--- src/rtl/ace_pkg.sv ---
package ace_pkg;

	localparam int FIELD_W       = 26;
	localparam int MAX_DEPS_DEF  = 64;
	localparam int NUM_ATTRS_DEF = 26;

	localparam logic CMD_LOAD  = 1'b0;
	localparam logic CMD_QUERY = 1'b1;

	// Token handed from cell to cell. For a load, a carries the left set and
	// b the right set; for a query, a carries the closure built so far.
	typedef struct packed {
		logic               present;
		logic               is_load;
		logic               pending;
		logic               grew;
		logic [FIELD_W-1:0] a;
		logic [FIELD_W-1:0] b;
	} tok_t;

endpackage

--- src/rtl/ace_cell.sv ---
module ace_cell import ace_pkg::*; (
	input  logic clk,
	input  logic arst_n,
	input  tok_t tok_in,
	output tok_t tok_out
);

	logic [FIELD_W-1:0] left_q;
	logic [FIELD_W-1:0] right_q;
	logic               valid_q;
	tok_t               tok_q;
	tok_t               nxt;
	logic               hit;
	logic               covers;
	logic               wr;

	always_comb begin
		hit    = valid_q && (left_q == tok_in.a);
		covers = valid_q && ((left_q & ~tok_in.a) == '0);
		wr     = tok_in.present && tok_in.is_load && tok_in.pending && (hit || !valid_q);
		nxt    = tok_in;
		if (tok_in.is_load) begin
			// A load is settled by the first cell that matches or is free.
			nxt.pending = tok_in.pending && valid_q && !hit;
		end else if (covers) begin
			nxt.a    = tok_in.a | right_q;
			nxt.grew = tok_in.grew | ((right_q & ~tok_in.a) != '0);
		end
	end

	always_ff @(posedge clk or negedge arst_n) begin
		if (!arst_n) begin
			valid_q <= 1'b0;
			tok_q   <= '0;
		end else begin
			tok_q <= nxt;
			if (wr) begin
				valid_q <= 1'b1;
			end
		end
	end

	always_ff @(posedge clk) begin
		if (wr) begin
			left_q  <= tok_in.a;
			right_q <= tok_in.b;
		end
	end

	assign tok_out = tok_q;

endmodule

--- config.mk ---
export PLATFORM = sky130hd
export DESIGN_NAME = ace_cell
export DESIGN_NICKNAME = d
export VERILOG_FILES = /design/src/rtl/ace_pkg.sv /design/src/rtl/ace_cell.sv
export SDC_FILE = /design/constraint.sdc
export NUM_CORES = 1
export LEC_CHECK = 0
export ABC_AREA = 1
export ABC_CLOCK_PERIOD_IN_PS = 5100
export BUFFER_PORTS_ARGS = -buffer_cell sky130_fd_sc_hd__buf_4
export CORE_MARGIN = 2
export CORE_UTILIZATION = 30
export CTS_CLUSTER_SIZE = 40
export DETAILED_ROUTE_END_ITERATION = 10
export HOLD_SLACK_MARGIN = 0.08
export SYNTH_ARGS = -nofsm -noshare
export SYNTH_HDL_FRONTEND = slang
export SYNTH_SLANG_ARGS = --single-unit
--- constraint.sdc ---
create_clock -name clk -period 5.1 [get_ports clk]
set_clock_uncertainty 0.1 [all_clocks]
set_input_delay 0.765 -clock clk [delete_from_list [all_inputs] [get_ports clk]]
set_output_delay 0.765 -clock clk [all_outputs]
set_load 0.02 [all_outputs]
==> load_flow_metrics.sql, run 1 <==
INSERT INTO impl_metrics (metric_group, metric, value, unit) VALUES
('status', 'outcome', 'finished clean', ''),
('worst_setup_path', 'endpoint_kind', 'flip-flop', ''),
('cells_and_area', 'final_instance_area', '5450', 'um^2'),
('sta', 'setup_viol', '0', ''),
('global_routing', 'track_usage', '13.0', '%'),
('worst_setup_path', 'critPathLaunchType', 'input pin', ''),
('clocking', 'cts_tree', 'built', ''),
('floorplanning', 'core-area', '13300', 'um^2'),
('route', 'avgRoutedWirePerCell', '14.5', 'um'),
('clocking', 'root_buffer', 'sky130_fd_sc_hd__clkbuf_16', ''),
('floorplanning', 'num_rows', '42', ''),
('sta', 'max_slew.worst_pin.slew', '0.749', 'ns'),
('sta', 'worst_slew_margin_relative_to_its_limit', '50.0', '%'),
('global_routing', 'grt_first_pass_wirelength', '13900', 'um'),
('global_routing', 'overflow', '0', ''),
('cells_and_area', 'postLayoutCoreUtil', '41.0', '%'),
('floorplanning', 'pin_count', '114', ''),
('clocking', 'cts-buffers-inserted', '9', ''),
('sta', 'post-route-worst-setup-slack', '2.34', 'ns'),
('placed_design', 'detailed_place.area', '5180', 'um^2'),
('worst_setup_path', 'timing.critical_path.fanout_max', '23', ''),
('worst_setup_path', 'critPathKind', 'input pin to flip-flop', ''),
('clocking', 'postCtsSetupBuffers', '0', ''),
('clocking', 'post_cts_resize_count', '0', ''),
('route', 'final_routed_drc_violation_total', '0', ''),
('synthesis', 'sequential_area_share_after_synthesis', '72.6', '%'),
('route', 'drt_first_iter_violations', '131', ''),
('worst_setup_path', 'worst-endpoint-required', '5.02', 'ns'),
('route', 'final_antenna_net_count', '0', ''),
('synthesis', 'mappedNetlistArea', '4120', 'um^2'),
('placed_design', 'global_placement_routability_congestion', '0.750', ''),
('synthesis', 'mean_cell_area_of_the_mapped_netlist', '12.7', 'um^2'),
('floorplanning', 'fp.dieW', '121', 'um'),
('sta', 'rsz_0062_raised_after_global_routing', 'no', ''),
('synthesis', 'synthesis.nets', '407', ''),
('placed_design', 'post-dp-hpwl', '6790', 'um'),
('route', 'vias', '2556', ''),
('route', 'via_per_inst', '4.08', ''),
('clocking', 'postCtsHoldBufs', '0', ''),
('route', 'routed_wl', '9090', 'um'),
('global_routing', 'grt_antenna_before_repair', '0', ''),
('clocking', 'cts_max_path_buffers', '2', ''),
('sta', 'finalHoldViolations', '0', ''),
('placed_design', 'numPortBuffers', '113', ''),
('cells_and_area', 'drive_gt1_share', '35.9', '%'),
('synthesis', 'netlist-cell-type-count', '18', ''),
('sta', 'max_freq', '362', 'MHz'),
('flow_run', 'maxCapViolations', '0', ''),
('floorplanning', 'floorplan.die_area', '14700', 'um^2'),
('pwr', 'pwr_density_cell', '322', 'nW/um^2'),
('sta', 'fin_tns_setup', '0', 'ns'),
('floorplanning', 'die_height', '121', 'um'),
('worst_setup_path', 'ff2ff_setup_slack', '2.49', 'ns'),
('synthesis', 'postSynthRegisterBits', '109', ''),
('global_routing', 'maximum_number_of_pins_on_one_net_before_global_route_repair', '58', ''),
('placed_design', 'place_worst_setup_slack', '1.90', 'ns'),
('synthesis', 'ys_warn_count', '0', ''),
('pwr', 'ir_worst_vdd', '0.000148', 'V'),
('sta', 'slew_violations', '0', ''),
('sta', 'period_needed', '2.76', 'ns'),
('clocking', 'clock-sinks', '109', ''),
('sta', 'final_min_period_over_clock_period', '54.2', '%'),
('clocking', 'ctsHtreeMaxLevel', '3', ''),
('worst_setup_path', 'worst_ep_arrival_time', '2.68', 'ns'),
('clocking', 'cts.clk_slew.worst_paths', '0.07', 'ns'),
('worst_hold_path', 'min_delay_worst_type', 'flip-flop to flip-flop', ''),
('clocking', 'clkLatencyLatePin', '0.34', 'ns'),
('cells_and_area', 'final_antenna_diode_count', '0', ''),
('cells_and_area', 'design.final.nets', '531', ''),
('global_routing', 'grt_pass1_vias', '2666', ''),
('pwr', 'static-leakage-power', '2.54', 'nW'),
('route', 'count_of_tritonroute_iterations_in_the_first_routing_pass', '4', ''),
('floorplanning', 'initial_core_util', '31.0', '%'),
('cells_and_area', 'area_growth', '32.4', '%'),
('synthesis', 'synthCells', '323', '');
==> state kept, by name, summed over array words and instances, names as in the netlist <==
register and count:
tok_out 56, left_q 26, right_q 26, valid_q 1
==> path summary, 6_finish.rpt <==
check,start,to,depth (start not counted)
max in group asynchronous,arst_n,tok_out[28],1
hold / removal,right_q[13],tok_out[39],2
hold reg to reg,right_q[13],tok_out[39],2
min in group asynchronous,arst_n,tok_out[22],1
setup reg to reg,left_q[4],right_q[2],8
setup / recovery,tok_in[30],right_q[2],10
==> critical path, stage by stage <==
cell                      delay [ns]
sky130_fd_sc_hd__buf_4          0.09
sky130_fd_sc_hd__inv_2          0.04
sky130_fd_sc_hd__ha_1           0.27
sky130_fd_sc_hd__nand2_1        0.05
sky130_fd_sc_hd__nor2_1         0.12
sky130_fd_sc_hd__nand2_1        0.06
sky130_fd_sc_hd__nor2_1         0.11
sky130_fd_sc_hd__nand2_1        0.11
sky130_fd_sc_hd__a21oi_4        0.62
sky130_fd_sc_hd__buf_4          0.42
==> synthesized netlist by cell type <==
| library cell | n | area, um^2 |
|---|---|---|
| sky130_fd_sc_hd__buf_8 | 2 | 30.0 |
| sky130_fd_sc_hd__a21oi_1 | 1 | 5.00 |
| sky130_fd_sc_hd__inv_2 | 26 | 97.6 |
| sky130_fd_sc_hd__nor3_4 | 1 | 16.3 |
| sky130_fd_sc_hd__a21boi_1 | 1 | 7.51 |
| sky130_fd_sc_hd__nand3b_4 | 1 | 20.0 |
| sky130_fd_sc_hd__nor2_1 | 26 | 97.6 |
| sky130_fd_sc_hd__nor2_4 | 1 | 11.3 |
| sky130_fd_sc_hd__nand4_1 | 2 | 12.5 |
| sky130_fd_sc_hd__nand2_1 | 117 | 439 |
| sky130_fd_sc_hd__ha_1 | 26 | 325 |
| sky130_fd_sc_hd__nand2_2 | 2 | 12.5 |
| sky130_fd_sc_hd__nor2_8 | 1 | 20.0 |
| sky130_fd_sc_hd__nor2_2 | 2 | 12.5 |
| sky130_fd_sc_hd__dfrtp_1 | 57 | 1430 |
| sky130_fd_sc_hd__edfxtp_1 | 52 | 1560 |
| sky130_fd_sc_hd__nand3_1 | 1 | 5.00 |
| sky130_fd_sc_hd__inv_1 | 4 | 15.0 |
==> logic make-up (layout without fill, tap and decap cells) <==
kind of cell / Yosys count / in the layout / share of synthesized area (%)
AND/OR/NAND/NOR: 154 / 154 / 15.7
flip-flops: 109 / 109 / 72.6
buffers and inverters: 32 / 160 / 3.47
adder cells (fa/ha/maj): 26 / 26 / 7.91
AO/OA/AOI/OAI: 2 / 2 / 0.304
==> report_power, final <==
part | switching, mW | leakage [nW] | total, mW | internal (mW)
Clock | 0.290 | 0.133 | 0.643 | 0.353
Combinational | 0.0887 | 1.28 | 0.160 | 0.0716
Sequential | 0.00646 | 1.13 | 0.950 | 0.944
==> through the flow <==
stage                     hold slack (ns)  power, mW  instances
after global placement              0.357       1.13        612
final                               0.367       1.75        627
after CTS                           0.371       1.78        627
after floorplan                     0.344       1.03        323
after global routing                0.393       1.83        627
after detailed placement            0.357       1.13        612
==> layout make-up <==
| type | instances | area (um^2) |
|---|---|---|
| Clock buffer | 13 | 260 |
| Clock inverter | 2 | 8.76 |
| Fill cell | 1275 | 7850 |
| Inverter | 30 | 113 |
| Multi-Input combinational cell | 182 | 996 |
| Sequential cell | 109 | 2990 |
| Tap cell | 176 | 220 |
| Timing Repair Buffer | 115 | 863 |
==> per-layer routing <==
metal  global-route usage, %  vias to the layer above  part of all wire [%]  wire length, um
met5                       0                        -                     0                0
met2                    19.9                       84                    47             4250
met1                    17.2                     1179                    45             4120
li1                        -                     1286                     -                -
met4                    4.14                        0                   1.3              116
met3                    4.61                        7                   6.7              608
==> cells in the final DEF, fill, tap and decap left out, types with 2 or more instances in the layout <==
master,synthesis,final
sky130_fd_sc_hd__nand2_1,117,117
sky130_fd_sc_hd__buf_4,0,115
sky130_fd_sc_hd__dfrtp_1,57,57
sky130_fd_sc_hd__edfxtp_1,52,52
sky130_fd_sc_hd__inv_2,26,26
sky130_fd_sc_hd__nor2_1,26,26
sky130_fd_sc_hd__ha_1,26,26
sky130_fd_sc_hd__clkbuf_16,0,9
sky130_fd_sc_hd__inv_1,4,4
sky130_fd_sc_hd__nand2_2,2,2
sky130_fd_sc_hd__nor2_2,2,2
sky130_fd_sc_hd__nand4_1,2,2
sky130_fd_sc_hd__clkbuf_8,0,2
sky130_fd_sc_hd__clkbuf_1,0,2
No activity file was read; power rests on OpenSTA's default activity.
==> inputs of run 2 (changes only) <==
- ABC_CLOCK_PERIOD_IN_PS: 5100 -> 2400
- clock period: 5.1 -> 2.4 ns (I/O delays scaled with it)
==> run 2 against run 1 <==
  * Global-route usage up 0.40 points
  * Critical path type is now flip-flop to flip-flop
  * First-iteration DRC count increased by 16%
  * Sequential share of layout area down 3.5 points
  * Final cell count rose by 4.8%
  * Via count increased by 4.8%
  * Worst setup slack got worse by 2.0 ns
  * Largest cell class unchanged
==> load_flow_metrics.sql, run 2 (synthesis gave the netlist of run 1 again) <==
INSERT INTO impl_metrics (metric_group, metric, value, unit) VALUES
('clocking', 'cts_tree', 'built', ''),
('worst_setup_path', 'ff2ff_setup_slack', '0.34', 'ns'),
('cells_and_area', 'design.final.nets', '560', ''),
('clocking', 'clock-sinks', '109', ''),
('sta', 'period_needed', '2.06', 'ns'),
('clocking', 'cts-buffers-inserted', '9', ''),
('route', 'maxUsedRoutingLayer', 'met4', ''),
('sta', 'max_slew.worst_pin.slew', '0.745', 'ns'),
('worst_setup_path', 'critPathKind', 'flip-flop to flip-flop', ''),
('placed_design', 'numPortBuffers', '113', ''),
('worst_setup_path', 'worst_ep_arrival_time', '2.00', 'ns'),
('sta', 'holdWs', '0.101', 'ns'),
('route', 'via_per_inst', '4.08', ''),
('worst_setup_path', 'worst-endpoint-required', '2.34', 'ns'),
('route', 'final_antenna_net_count', '0', ''),
('worst_setup_path', 'critPathLaunchType', 'flip-flop', ''),
('floorplanning', 'pin_count', '114', ''),
('placed_design', 'post-dp-hpwl', '6780', 'um'),
('status', 'outcome', 'finished clean', ''),
('route', 'drt_first_iter_violations', '152', ''),
('route', 'count_of_tritonroute_iterations_in_the_first_routing_pass', '4', ''),
('sta', 'setup_viol', '0', ''),
('clocking', 'root_buffer', 'sky130_fd_sc_hd__clkbuf_16', ''),
('route', 'wl_met3', '615', 'um'),
('sta', 'final_min_period_over_clock_period', '85.9', '%'),
('cells_and_area', 'final_antenna_diode_count', '0', ''),
('cells_and_area', 'fillers', '1276', ''),
('sta', 'rsz_0062_raised_after_global_routing', 'no', ''),
('pwr', 'static-leakage-power', '2.69', 'nW'),
('floorplanning', 'num_rows', '42', ''),
('flow_run', 'maxCapViolations', '0', ''),
('floorplanning', 'floorplan.die_area', '14700', 'um^2'),
('global_routing', 'maximum_number_of_pins_on_one_net_before_global_route_repair', '58', ''),
('sta', 'max_freq', '485', 'MHz'),
('route', 'met2_length', '4420', 'um'),
('cells_and_area', 'most-common-layout-cells', '117 x sky130_fd_sc_hd__nand2_1, 114 x sky130_fd_sc_hd__buf_4, 57 x sky130_fd_sc_hd__dfrtp_1', ''),
('global_routing', 'grt_antenna_before_repair', '0', ''),
('worst_setup_path', 'timing.critical_path.fanout_max', '40', ''),
('global_routing', 'overflow', '0', ''),
('cells_and_area', 'drive_gt1_share', '33.9', '%'),
('route', 'vias', '2678', ''),
('pwr', 'pwr_density_cell', '701', 'nW/um^2'),
('floorplanning', 'fp.dieW', '121', 'um'),
('route', 'avgRoutedWirePerCell', '14.3', 'um'),
('clocking', 'postCtsHoldBufs', '29', ''),
('sta', 'finalHoldViolations', '0', ''),
('route', 'routed_wl', '9380', 'um'),
('worst_setup_path', 'endpoint_kind', 'flip-flop', ''),
('floorplanning', 'initial_core_util', '31.0', '%'),
('worst_hold_path', 'min_delay_worst_type', 'input pin to flip-flop', ''),
('placed_design', 'global_placement_routability_congestion', '0.747', ''),
('sta', 'worst_slew_margin_relative_to_its_limit', '50.4', '%'),
('floorplanning', 'die_height', '121', 'um'),
('route', 'final_routed_drc_violation_total', '0', ''),
('sta', 'fin_tns_setup', '0', 'ns'),
('clocking', 'post_cts_resize_count', '0', ''),
('pwr', 'ir_worst_vdd', '0.000418', 'V'),
('clocking', 'cts_max_path_buffers', '2', ''),
('cells_and_area', 'final-seq-area', '2990', 'um^2'),
('clocking', 'ctsHtreeMaxLevel', '3', ''),
('clocking', 'cts.clk_slew.worst_paths', '0.07', 'ns'),
('cells_and_area', 'final_instance_area', '5820', 'um^2'),
('cells_and_area', 'multi_input_area', '996', 'um^2'),
('cells_and_area', 'area_growth', '41.5', '%'),
('clocking', 'postCtsSetupBuffers', '0', ''),
('clocking', 'clkLatencyLatePin', '0.35', 'ns'),
('placed_design', 'detailed_place.area', '5190', 'um^2'),
('global_routing', 'grt_pass1_vias', '2811', ''),
('global_routing', 'grt_first_pass_wirelength', '14200', 'um'),
('route', 'route.layer.met1.wl', '4130', 'um'),
('cells_and_area', 'largest_register_ffs', '56', ''),
('cells_and_area', 'most_frequent_standard_cell_in_the_layout_excluding_fill_and_tap_cells', 'sky130_fd_sc_hd__nand2_1', ''),
('sta', 'slew_violations', '0', ''),
('floorplanning', 'core-area', '13300', 'um^2'),
('global_routing', 'track_usage', '13.4', '%');
## run 2: changes by cell type in the layout (fill, tap and decap cells not counted), sizes merged
cell	change
bufinv	+3
clkbuf	-2
dlygate4sd3	+29
## run 2: routing by layer
layer	up-vias	GRT usage [%]
met5	-	0
met1	1231	16.9
met3	17	4.28
li1	1347	-
met4	0	6.40
met2	83	20.8
## run 2: critical path, cell delays in order (launching register included)
cell                       delay, ns
sky130_fd_sc_hd__edfxtp_1       0.41
sky130_fd_sc_hd__ha_1           0.29
sky130_fd_sc_hd__nand2_1        0.05
sky130_fd_sc_hd__nor2_1         0.12
sky130_fd_sc_hd__nand2_1        0.06
sky130_fd_sc_hd__nor2_1         0.11
sky130_fd_sc_hd__nand2_1        0.13
sky130_fd_sc_hd__a21oi_4        0.21
sky130_fd_sc_hd__buf_12         0.26
## run 2: layout make-up
type | count | share of cell area (%)
timing repair buffer | 144 | 20.0
tap | 176 | 3.78
inverter | 30 | 1.93
multi-input combinational | 182 | 17.1
clock buffer | 11 | 4.17
sequential | 109 | 51.3
clock inverter | 5 | 1.68
## run 2: final timing paths
path	to	from	cells past startpoint
min in group asynchronous	tok_out[22]	arst_n	2
worst max-delay path	left_q[23]	left_q[20]	8
worst max register to register	left_q[23]	left_q[20]	8
max in group asynchronous	tok_out[10]	arst_n	2
worst min register to register	tok_out[39]	right_q[13]	2
worst min-delay path	left_q[7]	tok_in[33]	1
## run 2: power by group
group	switching, mW	leakage [nW]	internal (mW)	total, mW
sequential	0.0137	1.13	2.01	2.02
clock	0.644	0.165	1.04	1.69
combinational	0.195	1.40	0.183	0.378
total	0.853	2.69	3.23	4.08
## run 2: metrics by stage
step / util [%] / setup slack (ns) / instances / power (mW)
global route: 43.8 / 0.200 / 657 / 4.23
CTS: 43.8 / 0.326 / 657 / 4.14
floorplan: - / -0.0365 / 323 / 2.19
finish: 43.8 / 0.338 / 657 / 4.08
global placement: 39.1 / 0.266 / 612 / 2.40
detailed placement: 39.1 / 0.244 / 612 / 2.41
==> inputs of run 3 (changes only) <==
- BUFFER_PORTS_ARGS: -buffer_cell sky130_fd_sc_hd__buf_4 -> -buffer_cell sky130_fd_sc_hd__buf_2
- CORE_UTILIZATION: 30 -> 47
- PLACE_DENSITY: default -> 0.76
==> run 3 against run 2 <==
  * Via count is 4.7% higher
  * Die area is 35% lower
  * Register-to-register slack better by 0.03 ns
  * Critical path type is now input pin to flip-flop
==> load_flow_metrics.sql, run 3 (synthesis gave the netlist of run 1 again) <==
INSERT INTO impl_metrics (metric_group, metric, value, unit) VALUES
('global_routing', 'track_usage', '18.9', '%'),
('clocking', 'root_buffer', 'sky130_fd_sc_hd__clkbuf_8', ''),
('clocking', 'cts-buffers-inserted', '9', ''),
('clocking', 'cts_max_path_buffers', '2', ''),
('pwr', 'totalPowerFinal', '3.67', 'mW'),
('sta', 'setup_viol', '0', ''),
('worst_hold_path', 'min-delay-start', 'tok_in[40]', ''),
('cells_and_area', 'largest_register_ffs', '56', ''),
('floorplanning', 'fp.dieW', '97.6', 'um'),
('worst_setup_path', 'critPathLaunchType', 'input pin', ''),
('cells_and_area', 'non_filler_cells_final', '611', ''),
('worst_setup_path', 'cp_cell_sequence', 'dlygate4sd3_1 -> buf_2 -> inv_1 -> ha_1 -> nand2_1 -> nor2_1 -> nand2_1 -> nor2_1 -> nand2_1 -> a21oi_4 -> buf_12', ''),
('route', 'routed_wl', '8680', 'um'),
('sta', 'holdWs', '0.0986', 'ns'),
('clocking', 'cts_tree', 'built', ''),
('route', 'via_per_inst', '4.59', ''),
('floorplanning', 'die_height', '97.6', 'um'),
('cells_and_area', 'final_antenna_diode_count', '0', ''),
('global_routing', 'grt_antenna_before_repair', '0', ''),
('sta', 'post-route-worst-setup-slack', '0.0973', 'ns'),
('clocking', 'ctsHtreeMaxLevel', '3', ''),
('sta', 'fin_tns_setup', '0', 'ns'),
('sta', 'max_freq', '434', 'MHz'),
('cells_and_area', 'drive_gt1_share', '33.4', '%'),
('clocking', 'clock-sinks', '109', ''),
('pwr', 'sequentialPowerShare', '55.0', '%'),
('placed_design', 'place_worst_setup_slack', '0.234', 'ns'),
('worst_setup_path', 'critPathKind', 'input pin to flip-flop', ''),
('global_routing', 'overflow', '0', ''),
('route', 'count_of_tritonroute_iterations_in_the_first_routing_pass', '4', ''),
('placed_design', 'detailed_place.area', '4880', 'um^2'),
('pwr', 'pwr_density_cell', '653', 'nW/um^2'),
('status', 'outcome', 'finished clean', ''),
('pwr', 'netSwitchingFraction', '22.1', '%'),
('worst_setup_path', 'worst_path_largest_cell_delay', '0.53', 'ns'),
('route', 'final_antenna_net_count', '0', ''),
('pwr', 'static-leakage-power', '2.65', 'nW'),
('worst_setup_path', 'worst_ep_arrival_time', '2.28', 'ns'),
('sta', 'slew_violations', '0', ''),
('worst_hold_path', 'min_delay_worst_type', 'input pin to flip-flop', ''),
('clocking', 'clkLatencyLatePin', '0.37', 'ns'),
('worst_setup_path', 'path_common_cell', 'sky130_fd_sc_hd__nand2_1', ''),
('sta', 'worst_slew_margin_relative_to_its_limit', '57.6', '%'),
('floorplanning', 'floorplan.die_area', '9520', 'um^2'),
('placed_design', 'dp.cells', '546', ''),
('pwr', 'ir_worst_vdd', '0.000457', 'V'),
('route', 'avgRoutedWirePerCell', '14.2', 'um'),
('route', 'drt_first_iter_violations', '97', ''),
('worst_setup_path', 'setup.worst_path.start', 'tok_in[42]', ''),
('worst_setup_path', 'worst-endpoint-required', '2.38', 'ns'),
('placed_design', 'post-dp-hpwl', '6200', 'um'),
('sta', 'max_slew.worst_pin.slew', '0.636', 'ns'),
('floorplanning', 'initial_core_util', '47.9', '%'),
('global_routing', 'grt_first_pass_wirelength', '13700', 'um'),
('route', 'vias', '2804', ''),
('cells_and_area', 'area_growth', '36.4', '%'),
('pwr', 'p_int', '2.86', 'mW'),
('cells_and_area', 'postLayoutCoreUtil', '65.3', '%'),
('cells_and_area', 'design.final.nets', '582', ''),
('cells_and_area', 'most-common-layout-cells', '117 x sky130_fd_sc_hd__nand2_1, 113 x sky130_fd_sc_hd__buf_2, 57 x sky130_fd_sc_hd__dfrtp_1', ''),
('floorplanning', 'num_rows', '34', ''),
('global_routing', 'grt_pass1_vias', '2870', ''),
('clocking', 'cts.clk_slew.worst_paths', '0.10', 'ns'),
('worst_setup_path', 'endpoint_kind', 'flip-flop', ''),
('worst_setup_path', 'cpMaxStageDelayCell', 'sky130_fd_sc_hd__dlygate4sd3_1', ''),
('pwr', 'p_comb_share', '9.6', '%'),
('placed_design', 'numPortBuffers', '113', ''),
('pwr', 'switchingPower', '0.810', 'mW'),
('worst_setup_path', 'reg2reg_from', 'left_q[4]', ''),
('worst_setup_path', 'timing.critical_path.fanout_max', '20', ''),
('cells_and_area', 'final_instance_area', '5610', 'um^2'),
('flow_run', 'maxCapViolations', '0', ''),
('floorplanning', 'core-area', '8590', 'um^2'),
('floorplanning', 'pin_count', '114', ''),
('sta', 'final_min_period_over_clock_period', '95.9', '%'),
('cells_and_area', 'most_frequent_standard_cell_in_the_layout_excluding_fill_and_tap_cells', 'sky130_fd_sc_hd__nand2_1', ''),
('sta', 'rsz_0062_raised_after_global_routing', 'no', ''),
('route', 'final_routed_drc_violation_total', '0', ''),
('global_routing', 'maximum_number_of_pins_on_one_net_before_global_route_repair', '31', ''),
('sta', 'finalHoldViolations', '0', ''),
('sta', 'period_needed', '2.30', 'ns'),
('placed_design', 'global_placement_routability_congestion', '0.822', ''),
('pwr', 'clock_network_power_share', '35.4', '%');
==> run 3: timing repair <==
action                                  4_1_cts  5_1_grt
hold endpoints to repair                     97        1
gates resized for setup                       0        0
hold buffers                                 48        1
endpoints found under the setup margin        0        3
buffers inserted                              0        0
==> run 3: worst paths after layout <==
path | end | cells after the start | slack, ns
worst max-delay path | left_q[4] | 11 | 0.1
worst min-delay path | left_q[14] | 1 | 0.1
worst max register to register | left_q[4] | 8 | 0.37
worst min register to register | tok_out[49] | 2 | 0.38
max in group asynchronous | tok_out[30] | 3 | 1.17
min in group asynchronous | tok_out[49] | 2 | 0.44
==> run 3: routing by layer <==
metal  share of wire [%]  GRT usage, %  vias up
li1                    -             -     1382
met1                  42          23.7     1318
met3                 5.6          4.82       13
met4                 1.9          7.26        0
met2                  50          31.6       91
met5                   0             0        -
==> run 3: power groups by stage <==
stage	registers, mW	clock network (mW)	logic (mW)
6_report	2.02	1.30	0.353
2_1_floorplan	2.12	0	0.0704
4_1_cts	2.02	1.33	0.355
3_5_place_dp	2.05	0	0.293
3_3_place_gp	2.05	0	0.286
5_1_grt	2.02	1.40	0.389
==> run 3: layout make-up <==
class                   count  area (um^2)
repair buffers            166         1140
fillers                   669         2980
flip-flops and latches    109         2990
clock buffers               9          124
well taps                 108          135
inverters                  30          113
clock inverters             7          120
multi-input cells         182          996
==> run 3: critical path: cells and delay by family <==
kind	cells	cell delay, ns
compound gates	1	0.26
fa+ha+maj	1	0.27
buf+inv	4	0.91
simple gates	5	0.47
